### src/rtl/core/tpsrch_pkg.sv
// shared types, register codes and helpers for the two-pattern stream search
package tpsrch_pkg;

  localparam int MAX_PAT_LEN = 8;
  localparam int BYTE_W      = 8;
  localparam int PAT_W       = MAX_PAT_LEN * BYTE_W;
  localparam int LEN_W       = 4;
  localparam int POS_W       = $clog2(MAX_PAT_LEN);
  localparam int CFG_IDX_W   = 3;
  localparam int CFG_DATA_W  = 64;
  localparam int STATUS_W    = 2;

  typedef enum logic [CFG_IDX_W-1:0] {
    REG_TARGET_PATTERN = 3'd0,
    REG_TARGET_LENGTH  = 3'd1,
    REG_TERM_PATTERN   = 3'd2,
    REG_TERM_LENGTH    = 3'd3,
    REG_USE_TERM       = 3'd4
  } reg_index_t;

  typedef enum logic [STATUS_W-1:0] {
    STATUS_SEARCHING  = 2'd0,
    STATUS_TARGET     = 2'd1,
    STATUS_TERMINATOR = 2'd2,
    STATUS_TIMEOUT    = 2'd3
  } status_t;

  typedef enum logic [1:0] {
    S_IDLE   = 2'd0,
    S_TSCAN  = 2'd1,
    S_ESCAN  = 2'd2,
    S_FINISH = 2'd3
  } ctrl_state_t;

  typedef struct packed {
    logic [PAT_W-1:0] target_pattern;
    logic [LEN_W-1:0] target_length;
    logic [PAT_W-1:0] term_pattern;
    logic [LEN_W-1:0] term_length;
    logic             use_term;
  } cfg_t;

  function automatic logic [LEN_W-1:0] eff_len(input logic [LEN_W-1:0] len);
    return (len > LEN_W'(MAX_PAT_LEN)) ? LEN_W'(MAX_PAT_LEN) : len;
  endfunction

  function automatic logic [BYTE_W-1:0] pat_byte(input logic [PAT_W-1:0] pat,
                                                 input logic [POS_W-1:0] idx);
    return pat[idx * BYTE_W +: BYTE_W];
  endfunction

endpackage

### src/rtl/core/tpsrch_cand.sv
// shared candidate compare unit: tests one fallback position of one pattern
module tpsrch_cand (
  input  logic [tpsrch_pkg::PAT_W-1:0]  pat,
  input  logic [tpsrch_pkg::POS_W-1:0]  orig,
  input  logic [tpsrch_pkg::POS_W-1:0]  k,
  input  logic [tpsrch_pkg::BYTE_W-1:0] c,
  output logic                          hit
);

  always_comb begin
    logic [tpsrch_pkg::POS_W-1:0] diff;
    logic                         prefix_ok;
    diff      = orig - k;
    prefix_ok = 1'b1;
    // prefix of length k must equal the bytes it would shift onto
    for (int i = 0; i < tpsrch_pkg::MAX_PAT_LEN - 1; i++) begin
      if (tpsrch_pkg::POS_W'(i) < k &&
          tpsrch_pkg::pat_byte(pat, tpsrch_pkg::POS_W'(i)) !=
          tpsrch_pkg::pat_byte(pat, tpsrch_pkg::POS_W'(i) + diff)) begin
        prefix_ok = 1'b0;
      end
    end
    hit = prefix_ok && (c == tpsrch_pkg::pat_byte(pat, k));
  end

endmodule

### src/rtl/core/tpsrch_ctrl.sv
// sequencer: match positions, candidate scan per pattern and result register
module tpsrch_ctrl (
  input  logic                          clk,
  input  logic                          rst,
  input  tpsrch_pkg::cfg_t              cfg,
  input  logic                          in_valid,
  output logic                          in_ready,
  input  logic                          mode,
  input  logic [tpsrch_pkg::BYTE_W-1:0] data_byte,
  output logic                          out_valid,
  input  logic                          out_ready,
  output logic [tpsrch_pkg::STATUS_W-1:0] status
);

  tpsrch_pkg::ctrl_state_t state, state_next;
  tpsrch_pkg::status_t     res, res_next;
  tpsrch_pkg::status_t     status_q;

  logic [tpsrch_pkg::LEN_W-1:0]  pos0, pos0_next;
  logic [tpsrch_pkg::LEN_W-1:0]  pos1, pos1_next;
  logic [tpsrch_pkg::POS_W-1:0]  k, k_next;
  logic [tpsrch_pkg::POS_W-1:0]  orig, orig_next;
  logic [tpsrch_pkg::BYTE_W-1:0] byte_q, byte_next;
  logic                          out_valid_next;

  logic [tpsrch_pkg::LEN_W-1:0]  tlen, elen, cand_len;
  logic [tpsrch_pkg::POS_W-1:0]  tstart, estart;
  logic [tpsrch_pkg::PAT_W-1:0]  scan_pat;
  logic                          hit, out_load, early_end;

  assign tlen      = tpsrch_pkg::eff_len(cfg.target_length);
  assign elen      = tpsrch_pkg::eff_len(cfg.term_length);
  // a stored position not below the length restarts from zero
  assign tstart    = (pos0 >= tlen) ? '0 : pos0[tpsrch_pkg::POS_W-1:0];
  assign estart    = (pos1 >= elen) ? '0 : pos1[tpsrch_pkg::POS_W-1:0];
  assign cand_len  = {1'b0, k} + tpsrch_pkg::LEN_W'(1);
  assign scan_pat  = (state == tpsrch_pkg::S_ESCAN) ? cfg.term_pattern
                                                    : cfg.target_pattern;
  assign out_load  = (state == tpsrch_pkg::S_FINISH) && (!out_valid || out_ready);
  assign early_end = (tlen == '0) || (cfg.use_term && elen == '0) || mode;

  tpsrch_cand u_cand (
    .pat  (scan_pat),
    .orig (orig),
    .k    (k),
    .c    (byte_q),
    .hit  (hit)
  );

  // next state
  always_comb begin
    state_next = state;
    case (state)
      tpsrch_pkg::S_IDLE: begin
        if (in_valid) begin
          state_next = early_end ? tpsrch_pkg::S_FINISH : tpsrch_pkg::S_TSCAN;
        end
      end
      tpsrch_pkg::S_TSCAN: begin
        if (hit && cand_len == tlen) begin
          state_next = tpsrch_pkg::S_FINISH;
        end else if (hit || k == '0) begin
          state_next = cfg.use_term ? tpsrch_pkg::S_ESCAN : tpsrch_pkg::S_FINISH;
        end
      end
      tpsrch_pkg::S_ESCAN: begin
        if (hit || k == '0) begin
          state_next = tpsrch_pkg::S_FINISH;
        end
      end
      tpsrch_pkg::S_FINISH: begin
        if (out_load) begin
          state_next = tpsrch_pkg::S_IDLE;
        end
      end
      default: state_next = tpsrch_pkg::S_IDLE;
    endcase
  end

  // datapath and outputs
  always_comb begin
    in_ready       = (state == tpsrch_pkg::S_IDLE);
    pos0_next      = pos0;
    pos1_next      = pos1;
    k_next         = k;
    orig_next      = orig;
    byte_next      = byte_q;
    res_next       = res;
    out_valid_next = out_valid && !out_ready;
    case (state)
      tpsrch_pkg::S_IDLE: begin
        byte_next = data_byte;
        k_next    = tstart;
        orig_next = tstart;
        if (tlen == '0) begin
          res_next = tpsrch_pkg::STATUS_TARGET;
        end else if (cfg.use_term && elen == '0) begin
          res_next = tpsrch_pkg::STATUS_TERMINATOR;
        end else if (mode) begin
          res_next = tpsrch_pkg::STATUS_TIMEOUT;
        end else begin
          res_next = tpsrch_pkg::STATUS_SEARCHING;
        end
      end
      tpsrch_pkg::S_TSCAN: begin
        if (hit) begin
          pos0_next = cand_len;
          if (cand_len == tlen) res_next = tpsrch_pkg::STATUS_TARGET;
        end else if (k == '0) begin
          pos0_next = '0;
        end else begin
          k_next = k - tpsrch_pkg::POS_W'(1);
        end
        if (state_next == tpsrch_pkg::S_ESCAN) begin
          k_next    = estart;
          orig_next = estart;
        end
      end
      tpsrch_pkg::S_ESCAN: begin
        if (hit) begin
          pos1_next = cand_len;
          if (cand_len == elen) res_next = tpsrch_pkg::STATUS_TERMINATOR;
        end else if (k == '0) begin
          pos1_next = '0;
        end else begin
          k_next = k - tpsrch_pkg::POS_W'(1);
        end
      end
      tpsrch_pkg::S_FINISH: begin
        if (out_load) begin
          out_valid_next = 1'b1;
          if (res != tpsrch_pkg::STATUS_SEARCHING) begin
            pos0_next = '0;
            pos1_next = '0;
          end
          if (!cfg.use_term) pos1_next = '0;
        end
      end
      default: ;
    endcase
  end

  always_ff @(posedge clk) begin
    if (rst) begin
      state     <= tpsrch_pkg::S_IDLE;
      pos0      <= '0;
      pos1      <= '0;
      out_valid <= 1'b0;
    end else begin
      state     <= state_next;
      pos0      <= pos0_next;
      pos1      <= pos1_next;
      out_valid <= out_valid_next;
    end
  end

  always_ff @(posedge clk) begin
    k      <= k_next;
    orig   <= orig_next;
    byte_q <= byte_next;
    res    <= res_next;
    if (out_load) status_q <= res;
  end

  assign status = status_q;

`ifndef SYNTH
  a_accept_leaves_idle: assert property (@(posedge clk) disable iff (rst)
    in_valid && in_ready |=> state != tpsrch_pkg::S_IDLE)
    else $error("accepted beat did not start work");

  a_scan_k_bounded: assert property (@(posedge clk) disable iff (rst)
    (state == tpsrch_pkg::S_TSCAN || state == tpsrch_pkg::S_ESCAN) |-> k <= orig)
    else $error("candidate above starting position");

  a_end_clears: assert property (@(posedge clk) disable iff (rst)
    out_load && res != tpsrch_pkg::STATUS_SEARCHING |=> pos0 == '0 && pos1 == '0)
    else $error("positions not cleared at end of search");

  a_idle_pos_range: assert property (@(posedge clk) disable iff (rst)
    state == tpsrch_pkg::S_IDLE |->
      pos0 < tpsrch_pkg::LEN_W'(tpsrch_pkg::MAX_PAT_LEN) &&
      pos1 < tpsrch_pkg::LEN_W'(tpsrch_pkg::MAX_PAT_LEN))
    else $error("stored position reached full length");
`endif

endmodule

### src/rtl/core/stream_two_pattern_search_core.sv
// top level: configuration registers and the pattern search sequencer
//
// Watches a byte stream for a target string and, optionally, a terminator string
// of up to eight bytes each, and returns one status beat per input beat
// (searching, target found, terminator found, timed out). One beat is in work at
// a time and in_ready is low meanwhile. A beat is accepted in the idle state,
// the shared candidate compare unit tests up to eight fallback positions of the
// target and up to eight of the terminator (one per cycle, from the current
// match position down to zero), then the result register is loaded once the
// output is free. Zero-length patterns and timeouts skip the scan. The result
// register lets the next beat in while a status beat still waits. The user must
// write configuration (cfg_we/cfg_index/cfg_data) only while idle; not enforced.
module stream_two_pattern_search_core (
  input  logic                              clk,
  input  logic                              rst,
  input  logic                              cfg_we,
  input  logic [tpsrch_pkg::CFG_IDX_W-1:0]  cfg_index,
  input  logic [tpsrch_pkg::CFG_DATA_W-1:0] cfg_data,
  input  logic                              in_valid,
  output logic                              in_ready,
  input  logic                              mode,
  input  logic [tpsrch_pkg::BYTE_W-1:0]     data_byte,
  output logic                              out_valid,
  input  logic                              out_ready,
  output logic [tpsrch_pkg::STATUS_W-1:0]   status
);

  tpsrch_pkg::cfg_t cfg;

  always_ff @(posedge clk) begin
    if (rst) begin
      cfg <= '0;
    end else if (cfg_we) begin
      case (cfg_index)
        tpsrch_pkg::REG_TARGET_PATTERN: cfg.target_pattern <= cfg_data;
        tpsrch_pkg::REG_TARGET_LENGTH:
          cfg.target_length <= cfg_data[tpsrch_pkg::LEN_W-1:0];
        tpsrch_pkg::REG_TERM_PATTERN:   cfg.term_pattern <= cfg_data;
        tpsrch_pkg::REG_TERM_LENGTH:
          cfg.term_length <= cfg_data[tpsrch_pkg::LEN_W-1:0];
        tpsrch_pkg::REG_USE_TERM:       cfg.use_term <= cfg_data[0];
        default: ;
      endcase
    end
  end

  tpsrch_ctrl u_ctrl (
    .clk       (clk),
    .rst       (rst),
    .cfg       (cfg),
    .in_valid  (in_valid),
    .in_ready  (in_ready),
    .mode      (mode),
    .data_byte (data_byte),
    .out_valid (out_valid),
    .out_ready (out_ready),
    .status    (status)
  );

endmodule
### config.mk
export PLATFORM = sky130hd
export DESIGN_NAME = stream_two_pattern_search_core
export DESIGN_NICKNAME = d
export VERILOG_FILES = /design/src/rtl/core/tpsrch_pkg.sv /design/src/rtl/core/tpsrch_cand.sv /design/src/rtl/core/tpsrch_ctrl.sv /design/src/rtl/core/stream_two_pattern_search_core.sv
export SDC_FILE = /design/constraint.sdc
export NUM_CORES = 1
export LEC_CHECK = 0
export ABC_AREA = 1
export CAP_MARGIN = 0
export CELL_PAD_IN_SITES_DETAIL_PLACEMENT = 1
export CELL_PAD_IN_SITES_GLOBAL_PLACEMENT = 1
export CORE_ASPECT_RATIO = 0.7
export CORE_UTILIZATION = 49
export CTS_BUF_LIST = sky130_fd_sc_hd__clkbuf_16
export CTS_CLUSTER_DIAMETER = 100
export DETAILED_ROUTE_END_ITERATION = 16
export DONT_BUFFER_PORTS = 1
export PLACE_DENSITY_LB_ADDON = 0.3
export SYNTH_ARGS = -nofsm -noshare
export SYNTH_HDL_FRONTEND = slang
export SYNTH_SLANG_ARGS = --single-unit
### constraint.sdc
create_clock -name clk -period 9.8 [get_ports clk]
set_clock_uncertainty 0.1 [all_clocks]
set_input_delay 0 -clock clk [delete_from_list [all_inputs] [get_ports clk]]
set_output_delay 0 -clock clk [all_outputs]
set_load 0.02 [all_outputs]
# After elaboration in Yosys (flattened, before gate mapping)

Index checks and enable logic that the tools add are counted.

Equal/unequal tests: 28
$lt $le $gt $ge: 11
Shift operators: 8
Reduce and logical (&&, ||, !) cells: 37
Multiplexer cells: 44
Add/sub/neg operators: 9

Operators with widths:

| operator                                              | count |
|---|---|
| variable part select 64 x 7 -> 8 bit                  | 8 |
| two-way mux 64 bit                                    | 1 |
| != test 8 bit                                         | 7 |
| two-way mux 4 bit                                     | 8 |
| two-way mux 2 bit                                     | 13 |
| two-way mux 3 bit                                     | 6 |
| case mux 4 bit (2 select lines)                       | 2 |
| logical AND 1 bit                                     | 12 |
| AND reduction 2 bit                                   | 6 |
| two-way mux 1 bit                                     | 10 |
| != test 2 x 1 -> 1 bit (second input constant)        | 5 |
| adder 3 bit (first input constant)                    | 3 |
| less-than comparator 3 bit (first input constant)     | 3 |
| case mux 3 bit (3 select lines)                       | 1 |
| equality test 4 bit                                   | 2 |
| equality test 8 bit                                   | 1 |
| >= comparator 4 bit                                   | 2 |
| greater-than comparator 4 bit (second input constant) | 2 |
| zero test 4 bit                                       | 2 |
| case mux 2 bit (4 select lines)                       | 1 |
| AND reduction 4 bit                                   | 2 |
| nonzero test 2 bit                                    | 4 |
| adder 2 x 3 -> 3 bit (first input constant)           | 2 |
| equality test 2 bit (second input constant)           | 3 |
| 22 further kinds                                      | 31 |

Input bits: 81
Output and inout port bits: 4
Flip-flop bits (word level): 166
Word-level logic and storage cells: 151

# Longest topological paths before layout

Depth after elaboration: 20
Depth in mapped cells: 35
Mapped depth without buffers: 32

# Hierarchy

From an unflattened synthesis, not the netlist that was laid out.

Cell total of the unflattened synthesis: 2,275
Area total of the unflattened synthesis: 12,680.9 um^2

Modules (own cells, without submodules):

| module                         | sequential area each (um^2) | area an instance (um^2) | times used | cells each |
|---|---|---|---|---|
| stream_two_pattern_search_core | 2,742.6                     | 5,661.7                 | 1          | 824 |
| tpsrch_cand                    | 0.0                         | 4,399.2                 | 1          | 1,004 |
| tpsrch_ctrl                    | 760.7                       | 2,620.0                 | 1          | 447 |

# Worst setup path before layout

No wires, ideal clock.

Path type: register to register
Start point: register u_ctrl.k[1] (netlist name)
End point: register u_ctrl.orig[0] (netlist name), enable pin
Data required time: 9.376 ns
Library setup time: 0.324 ns
Setup slack: 5.361 ns
Data arrival time: 4.014 ns
Stages on the path, launching flop included: 28
Buffers on the path: 4
Clock period less this slack: 4.439 ns
Cells stage by stage: edfxtp_1 -> inv_1 -> fa_1 -> buf_2 -> inv_2 -> buf_1 -> ha_1 -> buf_2 -> inv_2 -> clkbuf_1 -> nand2_1 -> nand2_1 -> nand2_1 -> nand2_1 -> nand2_1 -> nand2_1 -> nand2_1 -> nor2_1 -> nand2_1 -> nand2_1 -> nand2_1 -> nor2_4 -> nand3_4 -> nand2_4 -> o22ai_1 -> a21oi_4 -> nand2_2 -> o21ai_1

Longest elaborated chain between the ends: 19
Elaborated cells on any way between the ends: 57
Classes of those cells: 8 x add/sub; 7 x order compare; 11 x eq/ne; 8 x shift; 11 x mux; 12 x reduce/logical

Ends and longest elaborated chain:

| what                                                                         | line                                 | text |
|---|---|---|
| from (decl)                                                                  | tpsrch_ctrl.sv:21                    | `logic [tpsrch_pkg::POS_W-1:0] k, k_next;` |
| from (signal assigned)                                                       | tpsrch_ctrl.sv:158                   | `k <= k_next;` |
| subtractor 3 bit                                                             | tpsrch_cand.sv:13                    | `diff = orig - k;` |
| adder 1 x 3 -> 3 bit or variable part select 64 x 7 -> 8 bit (tied branches) | tpsrch_cand.sv:19, tpsrch_pkg.sv:49  |  |
| variable part select 64 x 7 -> 8 bit or != test 8 bit (tied branches)        | tpsrch_pkg.sv:49, tpsrch_cand.sv:18  |  |
| != test 8 bit or logical AND 1 bit (tied branches)                           | tpsrch_cand.sv:18, tpsrch_cand.sv:17 |  |
| logical AND 1 bit or two-way mux 1 bit (tied branches)                       | tpsrch_cand.sv:17                    | `if (tpsrch_pkg::POS_W'(i) < k &&` |
| two-way mux 1 bit (6 in a row)                                               | tpsrch_cand.sv:17                    |  |
| logical AND 1 bit                                                            | tpsrch_cand.sv:23                    | `hit = prefix_ok && (c == tpsrch_pkg::pat_byte(pat, k));` |
| logical OR 1 bit                                                             | tpsrch_ctrl.sv:62, tpsrch_ctrl.sv:67 |  |
| two-way mux 2 bit                                                            | tpsrch_ctrl.sv:62                    | `end else if (hit \|\| k == '0) begin` |
| two-way mux 2 bit                                                            | tpsrch_ctrl.sv:60                    | `if (hit && cand_len == tlen) begin` |
| case mux 2 bit (4 select lines) *                                            | tpsrch_ctrl.sv:53                    | `case (state)` |
| equality test 2 bit *                                                        | tpsrch_ctrl.sv:114                   | `if (state_next == tpsrch_pkg::S_ESCAN) begin` |
| != test 2 x 1 -> 1 bit (no line) *                                           | --                                   |  |
| AND reduction 2 bit (no line) *                                              | --                                   |  |
| to (signal assigned)                                                         | tpsrch_ctrl.sv:159                   | `orig <= orig_next;` |
| to (decl)                                                                    | tpsrch_ctrl.sv:22                    | `logic [tpsrch_pkg::POS_W-1:0] orig, orig_next;` |

Every way passes the cells marked *; elsewhere a longest branch is shown, timed or not.
A chain may end at the register's enable or synchronous reset.

# Worst setup path in the final report

Start point: register u_ctrl.k[0] (netlist name)
End point: register u_ctrl.state[0]

Longest elaborated chain between the ends: 16
Elaborated cells on any way between the ends: 54
Classes of those cells: 8 x add/sub; 7 x order compare; 9 x eq/ne; 8 x shift; 11 x mux; 11 x reduce/logical

Ends and longest elaborated chain:

| what                                                                         | line                                 | text |
|---|---|---|
| subtractor 3 bit                                                             | tpsrch_cand.sv:13                    |  |
| adder 1 x 3 -> 3 bit or variable part select 64 x 7 -> 8 bit (tied branches) | tpsrch_cand.sv:19, tpsrch_pkg.sv:49  |  |
| variable part select 64 x 7 -> 8 bit or != test 8 bit (tied branches)        | tpsrch_pkg.sv:49, tpsrch_cand.sv:18  |  |
| != test 8 bit or logical AND 1 bit (tied branches)                           | tpsrch_cand.sv:18, tpsrch_cand.sv:17 |  |
| logical AND 1 bit or two-way mux 1 bit (tied branches)                       | tpsrch_cand.sv:17                    |  |
| two-way mux 1 bit (6 in a row)                                               | tpsrch_cand.sv:17                    |  |
| logical AND 1 bit                                                            | tpsrch_cand.sv:23                    |  |
| logical OR 1 bit                                                             | tpsrch_ctrl.sv:62, tpsrch_ctrl.sv:67 |  |
| two-way mux 2 bit                                                            | tpsrch_ctrl.sv:62                    |  |
| two-way mux 2 bit                                                            | tpsrch_ctrl.sv:60                    |  |
| case mux 2 bit (4 select lines) *                                            | tpsrch_ctrl.sv:53                    |  |
| to (signal assigned)                                                         | tpsrch_ctrl.sv:145                   | `state <= tpsrch_pkg::S_IDLE;` |
| to (signal assigned)                                                         | tpsrch_ctrl.sv:150                   | `state <= state_next;` |
| to (decl)                                                                    | tpsrch_ctrl.sv:15                    | `tpsrch_pkg::ctrl_state_t state, state_next;` |

Marked as above.

==> flow_summary.json <==
{
  "status": "finished clean",
  "wl_per_cell_um": 24.93,
  "required_ns": 10.10,
  "seq_area_frac_synth_pct": 29.28,
  "r2r-end": "u_ctrl.state[0]",
  "synth_top_cell_area_share_pct": 24.76,
  "ys_warn_count": 0,
  "synth_top_family_by_area": "simple AND/OR/NAND/NOR gates",
  "min_to": "u_ctrl.byte_q[7]",
  "syn2layout_area_growth_pct": 11.72,
  "cts_buffers": 17,
  "cts_sinks": 166,
  "dieArea_um2": 25060,
  "antenna_found_initial": 7,
  "placementRows": 47,
  "slew_violations": 0,
  "syn_avg_cell_area_um2": 5.918,
  "synthDistinctLibCells": 46,
  "ios": 85,
  "synth-compound-area-share_pct": 9.432,
  "cp_max_fo": 38,
  "drive_above_1_share_pct": 5.407,
  "holdBufCountCts": 82,
  "synth_edf_count": 18,
  "async_flop_share_pct": 0,
  "ys.flop_type": "dfxtp_1",
  "post-route-util_pct": 56.13,
  "ant_nets": 0,
  "syn_inst": 2022,
  "leakagePower_nw": 6.638,
  "fp.dieH_um": 132.7,
  "relSlewSlack_pct": 26.50,
  "die_w_um": 188.8,
  "grt_use_total_pct": 47.00,
  "synth.area.mux_share_pct": 0,
  "worst_pin_slew_ns": 1.103,
  "cts_tree": "yes",
  "totalWireLength_mm": 59.25,
  "hold_depth": 1,
  "crit_top_cell": "nand2_1",
  "grt_setup_unrepaired": "no",
  "setup_violations": 0,
  "worst_slack_ns": 3.395,
  "yosys.area_share.simple_pct": 50.44,
  "grt_first_pass_wirelength_mm": 88.68,
  "grt.overflow.total": 0,
  "max_freq_mhz": 156.1,
  "min_period_ns": 6.405,
  "synth-seq-cells": 166,
  "regToRegStartpoint": "u_ctrl.k[0]",
  "finalHoldViolCount": 0,
  "io_buffer_count": 0,
  "first_iter_violations": 1869,
  "hp-start": "data_byte[7]",
  "pre_cts_ws_ns": 3.839,
  "r2r_setup_slack_ns": 3.39,
  "synthXorXnorAreaFrac_pct": 0.9516,
  "max_cap_violations": 0,
  "yosysMostFrequentCell": "nand2_1",
  "dp_hpwl_mm": 39.34,
  "synthTopCellsByArea": "dfxtp_1 25%, nand2_1 21%, nand3_1 13%, nor2_1 9.9%, o21ai_0 6.9%",
  "arrival_ns": 6.70,
  "clockBufferDepth": 2,
  "vias": 14810,
  "worst-setup-path-type": "reg2reg",
  "rr_worst_depth": 28,
  "grt_pass1_vias": 14690,
  "use_met2_pct": 72.61,
  "power_density_nw_per_um2": 406.4,
  "clock_latency_ns": 0.46,
  "critPathMaxStageDelay_ns": 0.70,
  "post-synth-top-area-cell": "dfxtp_1",
  "netlist_top_cells_count": "663 x nand2_1, 316 x nor2_1, 305 x nand3_1",
  "cp_slowest_cell": "edfxtp_1",
  "cts_root_buf": "clkbuf_16",
  "core_area_um2": 23820,
  "cts.reportedPaths.clkPinSlew_ns": 0.08,
  "cts_resized": 0,
  "syn_nets": 2124,
  "grt_max_degree": 120,
  "route.detailed.drc": 0,
  "cts_max_level": 4,
  "hold_class": "in2reg",
  "met3_usage_pct": 11.70,
  "first_pass_iters": 6,
  "finalCritPeriodShare_pct": 65.36,
  "via_per_inst": 6.232,
  "top_usage_layer": "met2",
  "mappedNetlistArea_um2": 11970,
  "ir_drop_v": 0.0003380,
  "synth_fa_ha_area_share_pct": 2.259,
  "fin_setup_tns_ns": 0,
  "fin_nets": 2143,
  "grt_use_met1_pct": 61.50,
  "gp_congestion": 1.040,
  "start_util_pct": 50.24,
  "postCtsSetupRepairBufs": 0,
  "endpoint_kind": "flop",
  "critPathLaunchType": "flop"
}
[per-layer routing]
| metal | vias to the layer above | share of wire (%) | wire length [um] |
|---|---|---|---|
| met5 | - | 0 | 0 |
| met4 | 0 | 4.6 | 2712 |
| met3 | 170 | 10 | 6168 |
| met2 | 883 | 44 | 25820 |
| met1 | 7195 | 41 | 24550 |
| li1 | 6566 | - | - |
[state kept, by name, indices dropped and copies added (netlist names), 2 cells and up]
name           count
u_ctrl.orig        3
u_ctrl.res         2
u_ctrl.pos1        4
u_ctrl.status      2
cfg              137
u_ctrl.pos0        4
u_ctrl.k           3
u_ctrl.state       2
u_ctrl.byte_q      8
[final cells by class]
cell class | instances | area (um2)
antenna | 6 | 15.01
clock buffer | 17 | 425.4
sequential | 166 | 3503
fill | 3339 | 10450
timing repair buffer | 94 | 910.9
inverter | 108 | 409.1
tap | 318 | 397.9
clock inverter | 14 | 140.1
multi-input combinational | 1654 | 7566
[cells by family (layout without fill, tap and decap cells)]
kind of cell / after synthesis / after routing
AO/OA/AOI/OAI: 217 / 217
XOR/XNOR: 13 / 13
adder cells (fa/ha/maj): 21 / 21
buffers and inverters: 202 / 233
flip-flops: 166 / 166
other: 0 / 6
AND/OR/NAND/NOR: 1403 / 1403
[cell usage in the layout (no fill, tap or decap), types with 12 or more instances in the layout]
cell type,n
dfxtp_1,148
nand3b_1,25
dlygate4sd3_1,82
edfxtp_1,18
a21oi_1,27
o21ai_0,165
inv_1,97
buf_4,12
and2_1,27
nand2_1,663
clkbuf_16,17
nor2_1,315
ha_1,18
nand3_1,305
nand2_2,33
[power by group]
part           switching, mW  internal, mW
clock network          0.352         0.359
registers             0.0683         0.776
logic                   2.82          1.05
[critical path, delay by kind of cell, from the launching register on]
kind	cells	cell delay [ns]
flip-flops	1	0.70
buffers and inverters	7	2.32
AO/OA/AOI/OAI	1	0.16
AND/OR/NAND/NOR	17	1.76
adder cells (fa/ha/maj)	3	1.24
[how the worst max path moves through the flow]
stage / start / end / slack [ns] / cells past startpoint
after CTS: u_ctrl.k[0] / u_ctrl.state[0] / 3.68 / 28
after global routing: u_ctrl.k[0] / u_ctrl.state[0] / 3.06 / 27
final: u_ctrl.k[0] / u_ctrl.state[0] / 3.39 / 28
after detailed placement: u_ctrl.k[0] / u_ctrl.orig[2] / 3.84 / 24
after floorplan: u_ctrl.k[1] / u_ctrl.orig[0] / 5.36 / 27
after global placement: u_ctrl.k[0] / u_ctrl.orig[0] / 4.06 / 24
[metrics by stage]
step           cell area [um2]  total power, mW  hold slack, ns  instances
2_1_floorplan            11970            3.533        -0.03093       2022
3_3_place_gp             11970            4.318        -0.02271       2258
3_5_place_dp             11970            4.434        -0.02422       2258
4_1_cts                  13350            5.182         0.07012       2371
5_1_grt                  13370            5.782         0.08130       2377
6_report                 13370            5.433         0.07521       2377
Note: power is estimated with default switching activity, not from simulation.
